==> src/design/four_channel_dma_address_engine_assert.svh <==
// ----------------------------------------------------------------------------
// DMA address engine assertion macros
// Concurrent assertion wrappers for the engine's top-level RTL file.
// ----------------------------------------------------------------------------
`ifndef FOUR_CHANNEL_DMA_ADDRESS_ENGINE_ASSERT_SVH
`define FOUR_CHANNEL_DMA_ADDRESS_ENGINE_ASSERT_SVH

// Check a property on every clock edge outside reset.
`define FCDMA_ASSERT(label, clk, rst, prop, msg) \
   label: assert property (@(posedge clk) disable iff (rst) prop) \
      else $error(msg);

// Check a property on every clock edge, reset included.
`define FCDMA_ASSERT_NORST(label, clk, prop, msg) \
   label: assert property (@(posedge clk) prop) \
      else $error(msg);

`endif

==> src/design/fcdma_pkg.sv <==
// ----------------------------------------------------------------------------
// DMA address engine package
// Types, control word layout, address limits and load helpers.
// ----------------------------------------------------------------------------
package fcdma_pkg;

   localparam int NUM_CHANNELS = 4;
   localparam int CH_W         = $clog2(NUM_CHANNELS);

   // Control word layout
   localparam int CTL_DSTEP_LSB  = 5;
   localparam int CTL_SSTEP_LSB  = 7;
   localparam int CTL_REPEAT_BIT = 9;
   localparam int CTL_WORD_BIT   = 10;
   localparam int CTL_TIMING_LSB = 12;
   localparam int CTL_IRQ_BIT    = 14;
   localparam int CTL_ENABLE_BIT = 15;

   // Special channels
   localparam logic [CH_W-1:0] NARROW_SRC_CH = CH_W'(0);
   localparam logic [CH_W-1:0] FIFO_CH_A     = CH_W'(1);
   localparam logic [CH_W-1:0] FIFO_CH_B     = CH_W'(2);
   localparam logic [CH_W-1:0] WIDE_CH       = CH_W'(3);

   // Address map and masks
   localparam logic [31:0] OPEN_BUS_LIMIT = 32'h0200_0000;
   localparam logic [31:0] CART_LO        = 32'h0800_0000;
   localparam logic [31:0] CART_HI        = 32'h0E00_0000;
   localparam logic [31:0] MASK_27        = 32'h07FF_FFFF;
   localparam logic [31:0] MASK_28        = 32'h0FFF_FFFF;

   // Unit counts
   localparam logic [16:0] COUNT_FULL      = 17'h0_4000;
   localparam logic [16:0] COUNT_FULL_WIDE = 17'h1_0000;
   localparam logic [16:0] FIFO_UNITS      = 17'd4;

   localparam logic [1:0] START_STALL = 2'd2;

   typedef enum logic [1:0] {
      REQ_WRITE  = 2'd0,
      REQ_VBLANK = 2'd1,
      REQ_HBLANK = 2'd2,
      REQ_XFER   = 2'd3
   } req_kind_type;

   typedef enum logic [1:0] {
      REG_SOURCE  = 2'd0,
      REG_DEST    = 2'd1,
      REG_COUNT   = 2'd2,
      REG_CONTROL = 2'd3
   } reg_code_type;

   typedef enum logic [1:0] {
      STEP_INC    = 2'd0,
      STEP_DEC    = 2'd1,
      STEP_FIXED  = 2'd2,
      STEP_RELOAD = 2'd3
   } step_code_type;

   typedef enum logic [1:0] {
      TIM_IMMEDIATE = 2'd0,
      TIM_VBLANK    = 2'd1,
      TIM_HBLANK    = 2'd2,
      TIM_SPECIAL   = 2'd3
   } timing_code_type;

   typedef struct packed {
      logic [1:0]  req_type;
      logic [1:0]  chan_sel;
      logic [1:0]  reg_sel;
      logic [31:0] wr_value;
      logic [31:0] bus_read_value;
   } req_item_type;

   typedef struct packed {
      logic [1:0]  xfer_channel;
      logic [31:0] src_addr;
      logic [31:0] dst_addr;
      logic        word_size;
      logic        from_latch;
      logic        nonsequential;
      logic [31:0] store_value;
      logic        irq_raise;
      logic        run_done;
      logic [1:0]  start_stall;
   } rsp_item_type;

   typedef struct packed {
      logic [31:0] cur_source;
      logic [31:0] cur_dest;
      logic [16:0] unit_total;
      logic [16:0] unit_done;
      logic [15:0] run_control;
   } chan_run_type;

   typedef struct packed {
      logic        disarm;
      logic        clear_enable;
      logic        latch_write;
      logic [31:0] latch_value;
   } xfer_ctl_type;

   typedef struct packed {
      logic                    has_result;
      logic [NUM_CHANNELS-1:0] armed_mask;
   } core_status_type;

   function automatic logic [16:0] count_load(input logic [CH_W-1:0] ch,
                                              input logic [15:0] cnt);
      logic [16:0] n;
      if (ch == WIDE_CH) begin
         n = (cnt == 16'd0) ? COUNT_FULL_WIDE : {1'b0, cnt};
      end else begin
         n = (cnt[13:0] == 14'd0) ? COUNT_FULL : {3'b000, cnt[13:0]};
      end
      return n;
   endfunction

   function automatic logic [31:0] dest_load(input logic [CH_W-1:0] ch,
                                             input logic [31:0] dst);
      return dst & ((ch == WIDE_CH) ? MASK_28 : MASK_27);
   endfunction

   function automatic logic [31:0] src_load(input logic [CH_W-1:0] ch,
                                            input logic [31:0] src);
      return src & ((ch == NARROW_SRC_CH) ? MASK_27 : MASK_28);
   endfunction

   function automatic logic is_fifo(input logic [CH_W-1:0] ch, input logic [15:0] ctl);
      return (ctl[CTL_TIMING_LSB +: 2] == TIM_SPECIAL) &&
             ((ch == FIFO_CH_A) || (ch == FIFO_CH_B));
   endfunction

   function automatic logic [31:0] step_addr(input logic [31:0] addr,
                                             input logic [1:0] code,
                                             input logic [31:0] width);
      logic [31:0] r;
      case (code) inside
         STEP_INC, STEP_RELOAD: r = addr + width;
         STEP_DEC:              r = addr - width;
         default:               r = addr;
      endcase
      return r;
   endfunction

endpackage

==> src/design/fcdma_req_if.sv <==
// ----------------------------------------------------------------------------
// DMA request channel
// Valid/ready channel carrying one request beat.
// ----------------------------------------------------------------------------
interface fcdma_req_if;
   logic        valid;
   logic        ready;
   logic [1:0]  req_type;
   logic [1:0]  chan_sel;
   logic [1:0]  reg_sel;
   logic [31:0] wr_value;
   logic [31:0] bus_read_value;

   modport source (output valid, req_type, chan_sel, reg_sel, wr_value, bus_read_value,
                   input ready);
   modport sink (input valid, req_type, chan_sel, reg_sel, wr_value, bus_read_value,
                 output ready);
endinterface

==> src/design/fcdma_rsp_if.sv <==
// ----------------------------------------------------------------------------
// DMA response channel
// Valid/ready channel carrying one transfer report beat.
// ----------------------------------------------------------------------------
interface fcdma_rsp_if;
   logic        valid;
   logic        ready;
   logic [1:0]  xfer_channel;
   logic [31:0] src_addr;
   logic [31:0] dst_addr;
   logic        word_size;
   logic        from_latch;
   logic        nonsequential;
   logic [31:0] store_value;
   logic        irq_raise;
   logic        run_done;
   logic [1:0]  start_stall;

   modport source (output valid, xfer_channel, src_addr, dst_addr, word_size, from_latch,
                   nonsequential, store_value, irq_raise, run_done, start_stall,
                   input ready);
   modport sink (input valid, xfer_channel, src_addr, dst_addr, word_size, from_latch,
                 nonsequential, store_value, irq_raise, run_done, start_stall,
                 output ready);
endinterface

==> src/design/four_channel_dma_address_engine.sv <==
// ----------------------------------------------------------------------------
// Four-channel DMA address engine
// Register file, trigger arming and per-unit address stepping for four
// DMA channels, driven by request beats and reporting transfer beats.
// ----------------------------------------------------------------------------
// The engine takes one request beat per clock unless a held transfer report
// stalls it and, for a transfer request that finds an armed channel, presents
// one response beat through the response register. Each beat is held in an
// input register, handled in a single pass of channel logic (register write,
// trigger arming or one unit of transfer for the lowest armed channel) and, if
// it yields a report, lands in the response register. Register writes, vblank
// and hblank beats and transfers with nothing armed produce no response and
// never wait on the response side; a transfer report waits only while the
// previous report is still held. Channel state resets to zero, so requests are
// taken straight after reset. Sound-FIFO runs on channels 1 and 2, repeat
// reloads and the open-bus latch below the external work RAM are all handled
// inside the same pass.
module four_channel_dma_address_engine (
   input logic        clock,
   input logic        reset,
   fcdma_req_if.sink   req_chan,
   fcdma_rsp_if.source rsp_chan
);
   import fcdma_pkg::*;

`include "four_channel_dma_address_engine_assert.svh"

   logic            in_valid_ff;
   logic            in_valid_in;
   req_item_type    in_item_ff;
   req_item_type    in_item_in;
   logic            rsp_valid_ff;
   logic            rsp_valid_in;
   rsp_item_type    rsp_item_ff;
   rsp_item_type    rsp_item_in;

   logic            advance;
   core_status_type status;
   rsp_item_type    core_result;

   // Advance the held beat unless it carries a report and the output is still full
   assign advance = in_valid_ff &&
                    (!status.has_result || !rsp_valid_ff || rsp_chan.ready);

   assign req_chan.ready = !in_valid_ff || advance;

   always_comb begin
      in_item_in.req_type       = req_chan.req_type;
      in_item_in.chan_sel       = req_chan.chan_sel;
      in_item_in.reg_sel        = req_chan.reg_sel;
      in_item_in.wr_value       = req_chan.wr_value;
      in_item_in.bus_read_value = req_chan.bus_read_value;

      // Hold the input register until its beat has been handled
      if (req_chan.valid && req_chan.ready) begin
         in_valid_in = 1'b1;
      end else if (advance) begin
         in_valid_in = 1'b0;
      end else begin
         in_valid_in = in_valid_ff;
      end

      // Drop a taken report, then load a fresh one
      rsp_valid_in = rsp_valid_ff && !rsp_chan.ready;
      rsp_item_in  = rsp_item_ff;
      if (advance && status.has_result) begin
         rsp_valid_in = 1'b1;
         rsp_item_in  = core_result;
      end
   end

   fcdma_chan_ctrl u_chan_ctrl (
      .clock  (clock),
      .reset  (reset),
      .fire   (advance),
      .item   (in_item_ff),
      .status (status),
      .result (core_result)
   );

   always_ff @(posedge clock) begin
      if (reset) begin
         in_valid_ff  <= 1'b0;
         rsp_valid_ff <= 1'b0;
      end else begin
         in_valid_ff  <= in_valid_in;
         rsp_valid_ff <= rsp_valid_in;
      end
   end

   // Payload registers: no reset
   always_ff @(posedge clock) begin
      if (req_chan.valid && req_chan.ready) begin
         in_item_ff <= in_item_in;
      end
      rsp_item_ff <= rsp_item_in;
   end

   assign rsp_chan.valid         = rsp_valid_ff;
   assign rsp_chan.xfer_channel  = rsp_item_ff.xfer_channel;
   assign rsp_chan.src_addr      = rsp_item_ff.src_addr;
   assign rsp_chan.dst_addr      = rsp_item_ff.dst_addr;
   assign rsp_chan.word_size     = rsp_item_ff.word_size;
   assign rsp_chan.from_latch    = rsp_item_ff.from_latch;
   assign rsp_chan.nonsequential = rsp_item_ff.nonsequential;
   assign rsp_chan.store_value   = rsp_item_ff.store_value;
   assign rsp_chan.irq_raise     = rsp_item_ff.irq_raise;
   assign rsp_chan.run_done      = rsp_item_ff.run_done;
   assign rsp_chan.start_stall   = rsp_item_ff.start_stall;

   // Non-transfer beats never report and must never stall
   `FCDMA_ASSERT(a_no_stall_silent, clock, reset,
                 (in_valid_ff && (in_item_ff.req_type != REQ_XFER)) |-> advance,
                 "silent beat stalled")
   // A reported channel is armed and has no lower armed neighbour
   `FCDMA_ASSERT(a_lowest_armed, clock, reset,
                 status.has_result |-> (status.armed_mask[core_result.xfer_channel] &&
                 ((status.armed_mask & ((4'b0001 << core_result.xfer_channel) - 4'b0001))
                  == 4'b0000)),
                 "serviced channel not lowest armed")
   // A finished run leaves its channel disarmed
   `FCDMA_ASSERT(a_done_disarms, clock, reset,
                 (advance && status.has_result && core_result.run_done) |=>
                 !status.armed_mask[$past(core_result.xfer_channel)],
                 "finished channel still armed")
   // Reset empties both registers
   `FCDMA_ASSERT_NORST(a_reset_empty, clock,
                       reset |=> (!in_valid_ff && !rsp_valid_ff),
                       "registers not empty after reset")

endmodule

==> src/design/fcdma_run_start.sv <==
// ----------------------------------------------------------------------------
// DMA run latch
// Builds a channel's run state when its enable bit rises.
// ----------------------------------------------------------------------------
module fcdma_run_start (
   input  logic [fcdma_pkg::CH_W-1:0] channel,
   input  logic [31:0]                reg_source,
   input  logic [31:0]                reg_dest,
   input  logic [15:0]                reg_count,
   input  logic [15:0]                control,
   output fcdma_pkg::chan_run_type    run,
   output logic                       arm_now
);
   import fcdma_pkg::*;

   logic        fifo;
   logic [15:0] ctl;
   logic [31:0] amask;

   always_comb begin
      fifo = is_fifo(channel, control);
      ctl  = control;
      // Sound FIFO: force fixed destination and word width
      if (fifo) begin
         ctl[CTL_DSTEP_LSB +: 2] = STEP_FIXED;
         ctl[CTL_WORD_BIT]       = 1'b1;
      end
      amask           = ctl[CTL_WORD_BIT] ? 32'd3 : 32'd1;
      run.cur_source  = src_load(channel, reg_source) & ~amask;
      run.cur_dest    = dest_load(channel, reg_dest) & ~amask;
      run.unit_total  = fifo ? FIFO_UNITS : count_load(channel, reg_count);
      run.unit_done   = '0;
      run.run_control = ctl;
      arm_now         = (ctl[CTL_TIMING_LSB +: 2] == TIM_IMMEDIATE);
   end

endmodule

==> src/design/fcdma_xfer.sv <==
// ----------------------------------------------------------------------------
// DMA unit transfer
// Reports one unit for a channel and works out its next run state.
// ----------------------------------------------------------------------------
module fcdma_xfer (
   input  logic [fcdma_pkg::CH_W-1:0] channel,
   input  fcdma_pkg::chan_run_type    run,
   input  logic [31:0]                reg_dest,
   input  logic [15:0]                reg_count,
   input  logic [31:0]                open_bus_latch,
   input  logic [31:0]                bus_read_value,
   output fcdma_pkg::rsp_item_type    result,
   output fcdma_pkg::chan_run_type    run_next,
   output fcdma_pkg::xfer_ctl_type    ctl_out
);
   import fcdma_pkg::*;

   logic        word;
   logic        first;
   logic        latch;
   logic        cart;
   logic        done;
   logic        reload_run;
   logic [1:0]  timing;
   logic [1:0]  sstep;
   logic [1:0]  dstep;
   logic [31:0] width;
   logic [31:0] amask;
   logic [16:0] done_count;

   always_comb begin
      word   = run.run_control[CTL_WORD_BIT];
      timing = run.run_control[CTL_TIMING_LSB +: 2];
      width  = word ? 32'd4 : 32'd2;
      amask  = word ? 32'd3 : 32'd1;
      first  = (run.unit_done == '0);
      latch  = (run.cur_source < OPEN_BUS_LIMIT);
      cart   = (run.cur_source >= CART_LO) && (run.cur_source < CART_HI);
      // Cartridge space always increments
      sstep  = cart ? STEP_INC : run.run_control[CTL_SSTEP_LSB +: 2];
      dstep  = run.run_control[CTL_DSTEP_LSB +: 2];

      done_count = run.unit_done + 17'd1;
      done       = (done_count >= run.unit_total);
      reload_run = run.run_control[CTL_REPEAT_BIT] && (timing != TIM_IMMEDIATE);

      run_next            = run;
      run_next.cur_source = step_addr(run.cur_source, sstep, width);
      run_next.cur_dest   = step_addr(run.cur_dest, dstep, width);
      run_next.unit_done  = done ? '0 : done_count;
      if (done && reload_run) begin
         run_next.unit_total = is_fifo(channel, run.run_control) ? FIFO_UNITS
                                                                 : count_load(channel, reg_count);
         if (dstep == STEP_RELOAD) begin
            run_next.cur_dest = dest_load(channel, reg_dest) & ~amask;
         end
      end

      ctl_out.disarm       = done;
      ctl_out.clear_enable = done && !reload_run;
      ctl_out.latch_write  = !latch;
      ctl_out.latch_value  = word ? bus_read_value
                                  : {bus_read_value[15:0], bus_read_value[15:0]};

      result.xfer_channel  = channel;
      result.src_addr      = run.cur_source;
      result.dst_addr      = run.cur_dest;
      result.word_size     = word;
      result.from_latch    = latch;
      result.nonsequential = first;
      if (latch) begin
         result.store_value = word ? open_bus_latch : {16'h0000, open_bus_latch[15:0]};
      end else begin
         result.store_value = word ? bus_read_value : {16'h0000, bus_read_value[15:0]};
      end
      result.irq_raise   = done && run.run_control[CTL_IRQ_BIT];
      result.run_done    = done;
      result.start_stall = (first && (timing == TIM_IMMEDIATE)) ? START_STALL : 2'd0;
   end

endmodule

==> src/design/fcdma_chan_ctrl.sv <==
// ----------------------------------------------------------------------------
// DMA channel control
// Channel registers, run state, arming and one pass per request beat.
// ----------------------------------------------------------------------------
module fcdma_chan_ctrl (
   input  logic                        clock,
   input  logic                        reset,
   input  logic                        fire,
   input  fcdma_pkg::req_item_type     item,
   output fcdma_pkg::core_status_type  status,
   output fcdma_pkg::rsp_item_type     result
);
   import fcdma_pkg::*;

   logic [31:0]             reg_source_ff  [NUM_CHANNELS];
   logic [31:0]             reg_source_in  [NUM_CHANNELS];
   logic [31:0]             reg_dest_ff    [NUM_CHANNELS];
   logic [31:0]             reg_dest_in    [NUM_CHANNELS];
   logic [15:0]             reg_count_ff   [NUM_CHANNELS];
   logic [15:0]             reg_count_in   [NUM_CHANNELS];
   logic [15:0]             reg_control_ff [NUM_CHANNELS];
   logic [15:0]             reg_control_in [NUM_CHANNELS];
   chan_run_type            run_ff         [NUM_CHANNELS];
   chan_run_type            run_in         [NUM_CHANNELS];
   logic [31:0]             latch_ff       [NUM_CHANNELS];
   logic [31:0]             latch_in       [NUM_CHANNELS];
   logic [NUM_CHANNELS-1:0] armed_ff;
   logic [NUM_CHANNELS-1:0] armed_in;

   logic [CH_W-1:0] pick;
   logic [CH_W-1:0] idx;
   logic            any_armed;
   logic            is_xfer;
   logic [15:0]     new_ctl;
   chan_run_type    start_run;
   logic            start_arm;
   chan_run_type    xfer_run;
   xfer_ctl_type    xfer_ctl;

   // Lowest armed channel wins
   always_comb begin
      pick = '0;
      for (int i = NUM_CHANNELS - 1; i >= 0; i--) begin
         if (armed_ff[i]) begin
            pick = CH_W'(i);
         end
      end
   end

   assign any_armed = |armed_ff;
   assign is_xfer   = (item.req_type == REQ_XFER);
   assign idx       = is_xfer ? pick : item.chan_sel;
   assign new_ctl   = item.wr_value[15:0];

   assign status.has_result = is_xfer && any_armed;
   assign status.armed_mask = armed_ff;

   fcdma_run_start u_run_start (
      .channel    (idx),
      .reg_source (reg_source_ff[idx]),
      .reg_dest   (reg_dest_ff[idx]),
      .reg_count  (reg_count_ff[idx]),
      .control    (new_ctl),
      .run        (start_run),
      .arm_now    (start_arm)
   );

   fcdma_xfer u_xfer (
      .channel        (idx),
      .run            (run_ff[idx]),
      .reg_dest       (reg_dest_ff[idx]),
      .reg_count      (reg_count_ff[idx]),
      .open_bus_latch (latch_ff[idx]),
      .bus_read_value (item.bus_read_value),
      .result         (result),
      .run_next       (xfer_run),
      .ctl_out        (xfer_ctl)
   );

   always_comb begin
      reg_source_in  = reg_source_ff;
      reg_dest_in    = reg_dest_ff;
      reg_count_in   = reg_count_ff;
      reg_control_in = reg_control_ff;
      run_in         = run_ff;
      latch_in       = latch_ff;
      armed_in       = armed_ff;
      if (fire) begin
         unique case (item.req_type) inside
            REQ_WRITE: begin
               unique case (item.reg_sel)
                  REG_SOURCE:  reg_source_in[idx] = item.wr_value;
                  REG_DEST:    reg_dest_in[idx]   = item.wr_value;
                  REG_COUNT:   reg_count_in[idx]  = item.wr_value[15:0];
                  REG_CONTROL: begin
                     reg_control_in[idx] = new_ctl;
                     if (new_ctl[CTL_ENABLE_BIT] && !reg_control_ff[idx][CTL_ENABLE_BIT]) begin
                        run_in[idx] = start_run;
                        if (start_arm) begin
                           armed_in[idx] = 1'b1;
                        end
                     end else if (!new_ctl[CTL_ENABLE_BIT] &&
                                  reg_control_ff[idx][CTL_ENABLE_BIT]) begin
                        armed_in[idx] = 1'b0;
                     end
                  end
                  default: ;
               endcase
            end
            REQ_VBLANK, REQ_HBLANK: begin
               for (int i = 0; i < NUM_CHANNELS; i++) begin
                  if (reg_control_ff[i][CTL_ENABLE_BIT] &&
                      (reg_control_ff[i][CTL_TIMING_LSB +: 2] == item.req_type)) begin
                     armed_in[i] = 1'b1;
                  end
               end
            end
            REQ_XFER: begin
               if (any_armed) begin
                  run_in[idx] = xfer_run;
                  if (xfer_ctl.latch_write) begin
                     latch_in[idx] = xfer_ctl.latch_value;
                  end
                  if (xfer_ctl.clear_enable) begin
                     reg_control_in[idx][CTL_ENABLE_BIT] = 1'b0;
                  end
                  if (xfer_ctl.disarm) begin
                     armed_in[idx] = 1'b0;
                  end
               end
            end
            default: ;
         endcase
      end
   end

   always_ff @(posedge clock) begin
      if (reset) begin
         for (int i = 0; i < NUM_CHANNELS; i++) begin
            reg_source_ff[i]  <= '0;
            reg_dest_ff[i]    <= '0;
            reg_count_ff[i]   <= '0;
            reg_control_ff[i] <= '0;
            run_ff[i]         <= '0;
            latch_ff[i]       <= '0;
         end
         armed_ff <= '0;
      end else begin
         reg_source_ff  <= reg_source_in;
         reg_dest_ff    <= reg_dest_in;
         reg_count_ff   <= reg_count_in;
         reg_control_ff <= reg_control_in;
         run_ff         <= run_in;
         latch_ff       <= latch_in;
         armed_ff       <= armed_in;
      end
   end

endmodule
==> src/flat_wrapper.sv <==
// flat-port wrapper written by rule: the top's interface ports become plain ports
module four_channel_dma_address_engine_flat import fcdma_pkg::*;
  (clock, reset, req_chan_valid, req_chan_req_type, req_chan_chan_sel, req_chan_reg_sel, req_chan_wr_value, req_chan_bus_read_value, req_chan_ready, rsp_chan_valid, rsp_chan_xfer_channel, rsp_chan_src_addr, rsp_chan_dst_addr, rsp_chan_word_size, rsp_chan_from_latch, rsp_chan_nonsequential, rsp_chan_store_value, rsp_chan_irq_raise, rsp_chan_run_done, rsp_chan_start_stall, rsp_chan_ready);
  fcdma_req_if req_chan_i ();
  fcdma_rsp_if rsp_chan_i ();
  input logic clock;
  input logic reset;
  input wire logic [$bits(req_chan_i.valid)-1:0] req_chan_valid;
  input wire logic [$bits(req_chan_i.req_type)-1:0] req_chan_req_type;
  input wire logic [$bits(req_chan_i.chan_sel)-1:0] req_chan_chan_sel;
  input wire logic [$bits(req_chan_i.reg_sel)-1:0] req_chan_reg_sel;
  input wire logic [$bits(req_chan_i.wr_value)-1:0] req_chan_wr_value;
  input wire logic [$bits(req_chan_i.bus_read_value)-1:0] req_chan_bus_read_value;
  output wire logic [$bits(req_chan_i.ready)-1:0] req_chan_ready;
  output wire logic [$bits(rsp_chan_i.valid)-1:0] rsp_chan_valid;
  output wire logic [$bits(rsp_chan_i.xfer_channel)-1:0] rsp_chan_xfer_channel;
  output wire logic [$bits(rsp_chan_i.src_addr)-1:0] rsp_chan_src_addr;
  output wire logic [$bits(rsp_chan_i.dst_addr)-1:0] rsp_chan_dst_addr;
  output wire logic [$bits(rsp_chan_i.word_size)-1:0] rsp_chan_word_size;
  output wire logic [$bits(rsp_chan_i.from_latch)-1:0] rsp_chan_from_latch;
  output wire logic [$bits(rsp_chan_i.nonsequential)-1:0] rsp_chan_nonsequential;
  output wire logic [$bits(rsp_chan_i.store_value)-1:0] rsp_chan_store_value;
  output wire logic [$bits(rsp_chan_i.irq_raise)-1:0] rsp_chan_irq_raise;
  output wire logic [$bits(rsp_chan_i.run_done)-1:0] rsp_chan_run_done;
  output wire logic [$bits(rsp_chan_i.start_stall)-1:0] rsp_chan_start_stall;
  input wire logic [$bits(rsp_chan_i.ready)-1:0] rsp_chan_ready;
  assign req_chan_i.valid = req_chan_valid;
  assign req_chan_i.req_type = req_chan_req_type;
  assign req_chan_i.chan_sel = req_chan_chan_sel;
  assign req_chan_i.reg_sel = req_chan_reg_sel;
  assign req_chan_i.wr_value = req_chan_wr_value;
  assign req_chan_i.bus_read_value = req_chan_bus_read_value;
  assign req_chan_ready = req_chan_i.ready;
  assign rsp_chan_valid = rsp_chan_i.valid;
  assign rsp_chan_xfer_channel = rsp_chan_i.xfer_channel;
  assign rsp_chan_src_addr = rsp_chan_i.src_addr;
  assign rsp_chan_dst_addr = rsp_chan_i.dst_addr;
  assign rsp_chan_word_size = rsp_chan_i.word_size;
  assign rsp_chan_from_latch = rsp_chan_i.from_latch;
  assign rsp_chan_nonsequential = rsp_chan_i.nonsequential;
  assign rsp_chan_store_value = rsp_chan_i.store_value;
  assign rsp_chan_irq_raise = rsp_chan_i.irq_raise;
  assign rsp_chan_run_done = rsp_chan_i.run_done;
  assign rsp_chan_start_stall = rsp_chan_i.start_stall;
  assign rsp_chan_i.ready = rsp_chan_ready;
  four_channel_dma_address_engine u_core (.clock(clock), .reset(reset), .req_chan(req_chan_i), .rsp_chan(rsp_chan_i));
endmodule
==> config.mk <==
export PLATFORM = sky130hd
export DESIGN_NAME = four_channel_dma_address_engine_flat
export DESIGN_NICKNAME = d
export VERILOG_FILES = /design/src/design/fcdma_pkg.sv /design/src/design/fcdma_req_if.sv /design/src/design/fcdma_rsp_if.sv /design/src/design/four_channel_dma_address_engine.sv /design/src/design/fcdma_run_start.sv /design/src/design/fcdma_xfer.sv /design/src/design/fcdma_chan_ctrl.sv /design/src/flat_wrapper.sv
export VERILOG_INCLUDE_DIRS = /design/src /design/src/design
export SDC_FILE = /design/constraint.sdc
export NUM_CORES = 2
export LEC_CHECK = 0
export ABC_AREA = 1
export BUFFER_PORTS_ARGS = -buffer_cell sky130_fd_sc_hd__buf_2
export CAP_MARGIN = 20
export CORE_MARGIN = 4
export CORE_UTILIZATION = 50
export DETAILED_ROUTE_END_ITERATION = 10
export GPL_TIMING_DRIVEN = 0
export HOLD_SLACK_MARGIN = 0.1
export PLACE_DENSITY = 0.67
export SYNTH_ARGS = -nofsm -noshare
export SYNTH_HDL_FRONTEND = slang
export SYNTH_SLANG_ARGS = --single-unit
==> constraint.sdc <==
create_clock -name clock -period 7.6 [get_ports clock]
set_input_delay 0.38 -clock clock [delete_from_list [all_inputs] [get_ports clock]]
set_output_delay 0.38 -clock clock [all_outputs]
set_load 0.005 [all_outputs]
==> reports/summary.txt <==
Slew Limit Fails: 0
Core outline area: 96900 um2
Main combinational cell family by area after synthesis: compound AO/OA/AOI/OAI gates
CP max stage delay: 780 ps
Power per Cell Area: 258 nW/um2
Adder-Cell Fraction of Synth Area: 1.11%
Gr ovfl total: 0
DRT antenna net count: 0
Peak supply drop: 248 uV
I/O pins: 181
Final worst-path cycle share: 101%
Commonest non-fill, non-tap cells in the layout: nand2_1, a21oi_1, dfxtp_1
Simple-gate share of the synthesized area: 21.3%
RR Startpoint: u_core.in_item_ff[68]$_DFFE_PP_
Routed wl met3: 30800 um
Final TNS setup: -122 ps
Hpwl dp: 164000 um
Die W: 321 um
Clock Tree Buf Depth: 3
Arrival time at the worst endpoint: 8210 ps
Primary FF master, synth: dfxtp_1
Die Area: 103000 um2
Final net count: 7084
Vias in the first global route: 47139
WL met2: 92200 um
Mapped Cells: 6586
Post-synthesis average cell area: 7.41 um2
Count of clock tree sinks: 1024
Starting density of the core: 50.4%
Most common cell after layout, fill and taps aside: nand2_1
Synth Area in Compound Gates: 22.7%
Clock Latency Late Sink: 750 ps
Worst slew margin: 13.3%
Register area share after synthesis: 45.5%
DRC errors left: 0
MaxCap Viol Count: 0
Worst slew pin tran: 1300 ps
DP Cell Count: 8055
CP endpoint kind: flip-flop
Post-CTS Setup Bufs: 0
Final std cells w/o fill: 8345
Mux cell area share after synthesis: 0%
Inserted Clock Buffers: 112
Crit Path Max Fanout: 12
H-tree levels: 3
CP most frequent cell: buf_6
Via count: 52392
Initial DRC count: 8852
Chip height: 321 um
Pleak: 0.0208 uW
Drt total wl: 227000 um
Register bit total from synthesis: 1024
Synthesized area: 48800 um2
FP Rows: 114
Post-Syn Nets: 6701
Port buffer count: 175
Clock transition at path regs: 70 ps
DR top layer: met5
Final hold viol count: 0
Min-delay src: req_chan_wr_value[21]
Worst-path cell chain: ha_1 > buf_6 > inv_4 > buf_6 > nand2_1 > o21ai_4 > buf_6 > buf_6 > buf_4 > buf_4 > buf_4 > buf_2 > clkbuf_1 > ha_1 > clkbuf_1 > inv_1 > nor2_1 > buf_2 > clkbuf_1 > a21oi_1
Layout cells sized above 1: 10.2%
CP Buf/Inv Count: 14
Top delay family on crit path: buffers and inverters
Status: finished with violations
DRT met1 WL: 86200 um
GRT Total Usage: 42.3%
Clock skew: 48.6 ps
PnR worst setup slack: -51.8 ps
Post-route minimum period: 7650 ps
Gp weighted congestion: 1.04
# fillers: 9158
WP data required: 8160 ps
Async SR Flop Fraction: 0%
RSZ-0062 raised after global routing: false
Critical path class: reg2reg
Critical-path top delay cell: clkbuf_1
YS warnings: 0
Clock root buffer: clkbuf_16
Antenna violations before repair: 12
XOR/XNOR Fraction of Synth Area: 0.518%
First-pass DRT Iterations: 9
Synth unique cells: 74
Final setup fails: 8
Hold/Removal Path Class: in2reg
Global-route wire length before repair: 321000 um
Critical Path Start Type: flip-flop
Fmax: 131 MHz
CTS tree: done
Largest net degree at the start of global routing: 70
Post-synth EDFFs: 170
Vias per cell: 6.28
Critical path origin: u_core.in_item_ff[68]$_DFFE_PP_
Area Overhead vs Synth: 15.2%
Mean routed wirelength per cell: 27.2 um
Failing checks: negative setup slack
path summary, 6_finish.rpt:
| path | slack [ps] | to | cells after the start |
|---|---|---|---|
| setup reg to reg | -50 | u_core.u_chan_ctrl.run_ff[39]$_SDFFE_PP0P_ | 20 |
| hold / removal | 330 | u_core.in_item_ff[53]$_DFFE_PP_ | 2 |
| setup / recovery | -50 | u_core.u_chan_ctrl.run_ff[39]$_SDFFE_PP0P_ | 20 |
| hold reg to reg | 440 | u_core.u_chan_ctrl.reg_source_ff[112]$_SDFFE_PP0P_ | 2 |
synthesized netlist by cell type, drive strengths merged (3+ instances only):
master | instances | area [um2]
a32oi | 15 | 169
nand4 | 57 | 363
nand3 | 541 | 2750
nand3b | 9 | 67.6
o22ai | 35 | 231
dfxtp | 854 | 17100
o31ai | 5 | 70.1
clkinv | 6 | 22.5
nor4 | 7 | 50.1
nand2 | 1302 | 5030
buf | 196 | 1360
xor2 | 28 | 253
or2 | 17 | 106
o41ai | 17 | 149
ha | 37 | 463
clkbuf | 311 | 1170
o221ai | 11 | 96.3
nor3 | 27 | 176
o211ai | 42 | 320
o22a | 6 | 52.6
nor2 | 452 | 1810
a211oi | 4 | 30.0
fa | 4 | 80.1
a21oi | 1017 | 5090
o21a | 9 | 67.6
a22oi | 6 | 45.0
o21bai | 12 | 93.8
o21ai | 879 | 4460
a31oi | 16 | 100
a32o | 3 | 30.0
inv | 474 | 1780
edfxtp | 170 | 5100
worst register-to-register path, delay by kind of cell (launching register included):
family | cells | cell delay [ps]
AOI/OAI and AO/OA | 2 | 360
adders and majority gates | 2 | 520
buffers and inverters | 14 | 5590
DFF | 1 | 470
and+or+nand+nor | 2 | 530
sequential cells by signal (all words and copies together) (netlist names), 32 cells and up, named ones only:
register,count
u_core.rsp_chan.dst_addr,32
u_core.u_chan_ctrl.latch_ff,128
u_core.u_chan_ctrl.run_ff,428
u_core.in_item_ff,66
u_core.u_chan_ctrl.reg_count_ff,64
u_core.rsp_chan.store_value,32
u_core.u_chan_ctrl.reg_source_ff,108
u_core.rsp_chan.src_addr,32
u_core.u_chan_ctrl.reg_dest_ff,108
per-stage QoR:
stage                     setup WS, ps  instance area [um2]  hold slack, ps  total power [uW]  util (%)
after global routing               125                56200             356             14800      58.1
after CTS                          370                56200             309             14300      58.0
after floorplan                   2460                48800             420              7320         -
after detailed placement           405                51500             435              8530      53.2
final                            -51.8                56200             333             14500      58.1
after global placement             483                51300             432              8500      53.0
layer usage:
layer  vias to the layer above  GRT usage [%]
met5                         -              0
met1                     24611           55.5
li1                      23038              -
met4                         8           27.6
met2                      3826           60.9
met3                       909           12.0
power breakdown:
| part | switching [uW] | internal, uW | leakage [uW] |
|---|---|---|---|
| clock | 2480 | 3380 | 0.00193 |
| sequential | 84.1 | 5610 | 0.00848 |
| combinational | 2260 | 676 | 0.0104 |
| total | 4830 | 9660 | 0.0208 |
timing repair:
action	4_1_cts	5_1_grt
resized for setup	0	3
endpoints found under the setup margin	0	8
hold buffers	68	0
hold endpoints to repair	68	0
kinds of logic (layout without fill, tap and decap cells):
kind of cell / count (synthesis) / count (layout)
compound gates: 2087 / 2087
other cells: 1 / 4
buf+inv: 987 / 1467
xor+xnor: 28 / 28
flops: 1024 / 1024
simple gates: 2418 / 2418
fa+ha+maj: 41 / 41
layout make-up:
| type | instances | area (um2) | share of cell area [%] |
|---|---|---|---|
| multi-input cells | 4575 | 22300 | 39.7 |
| flip-flops and latches | 1024 | 22200 | 39.5 |
| clock buffers | 169 | 3400 | 6.04 |
| plain buffers | 507 | 2530 | 4.50 |
| repair buffers | 269 | 1840 | 3.27 |
| inverters | 480 | 1810 | 3.22 |
| well taps | 1276 | 1600 | 2.84 |
| clock inverters | 42 | 551 | 0.979 |
| diodes | 3 | 7.51 | 0.0133 |
Power figures use the tool's default switching activity.
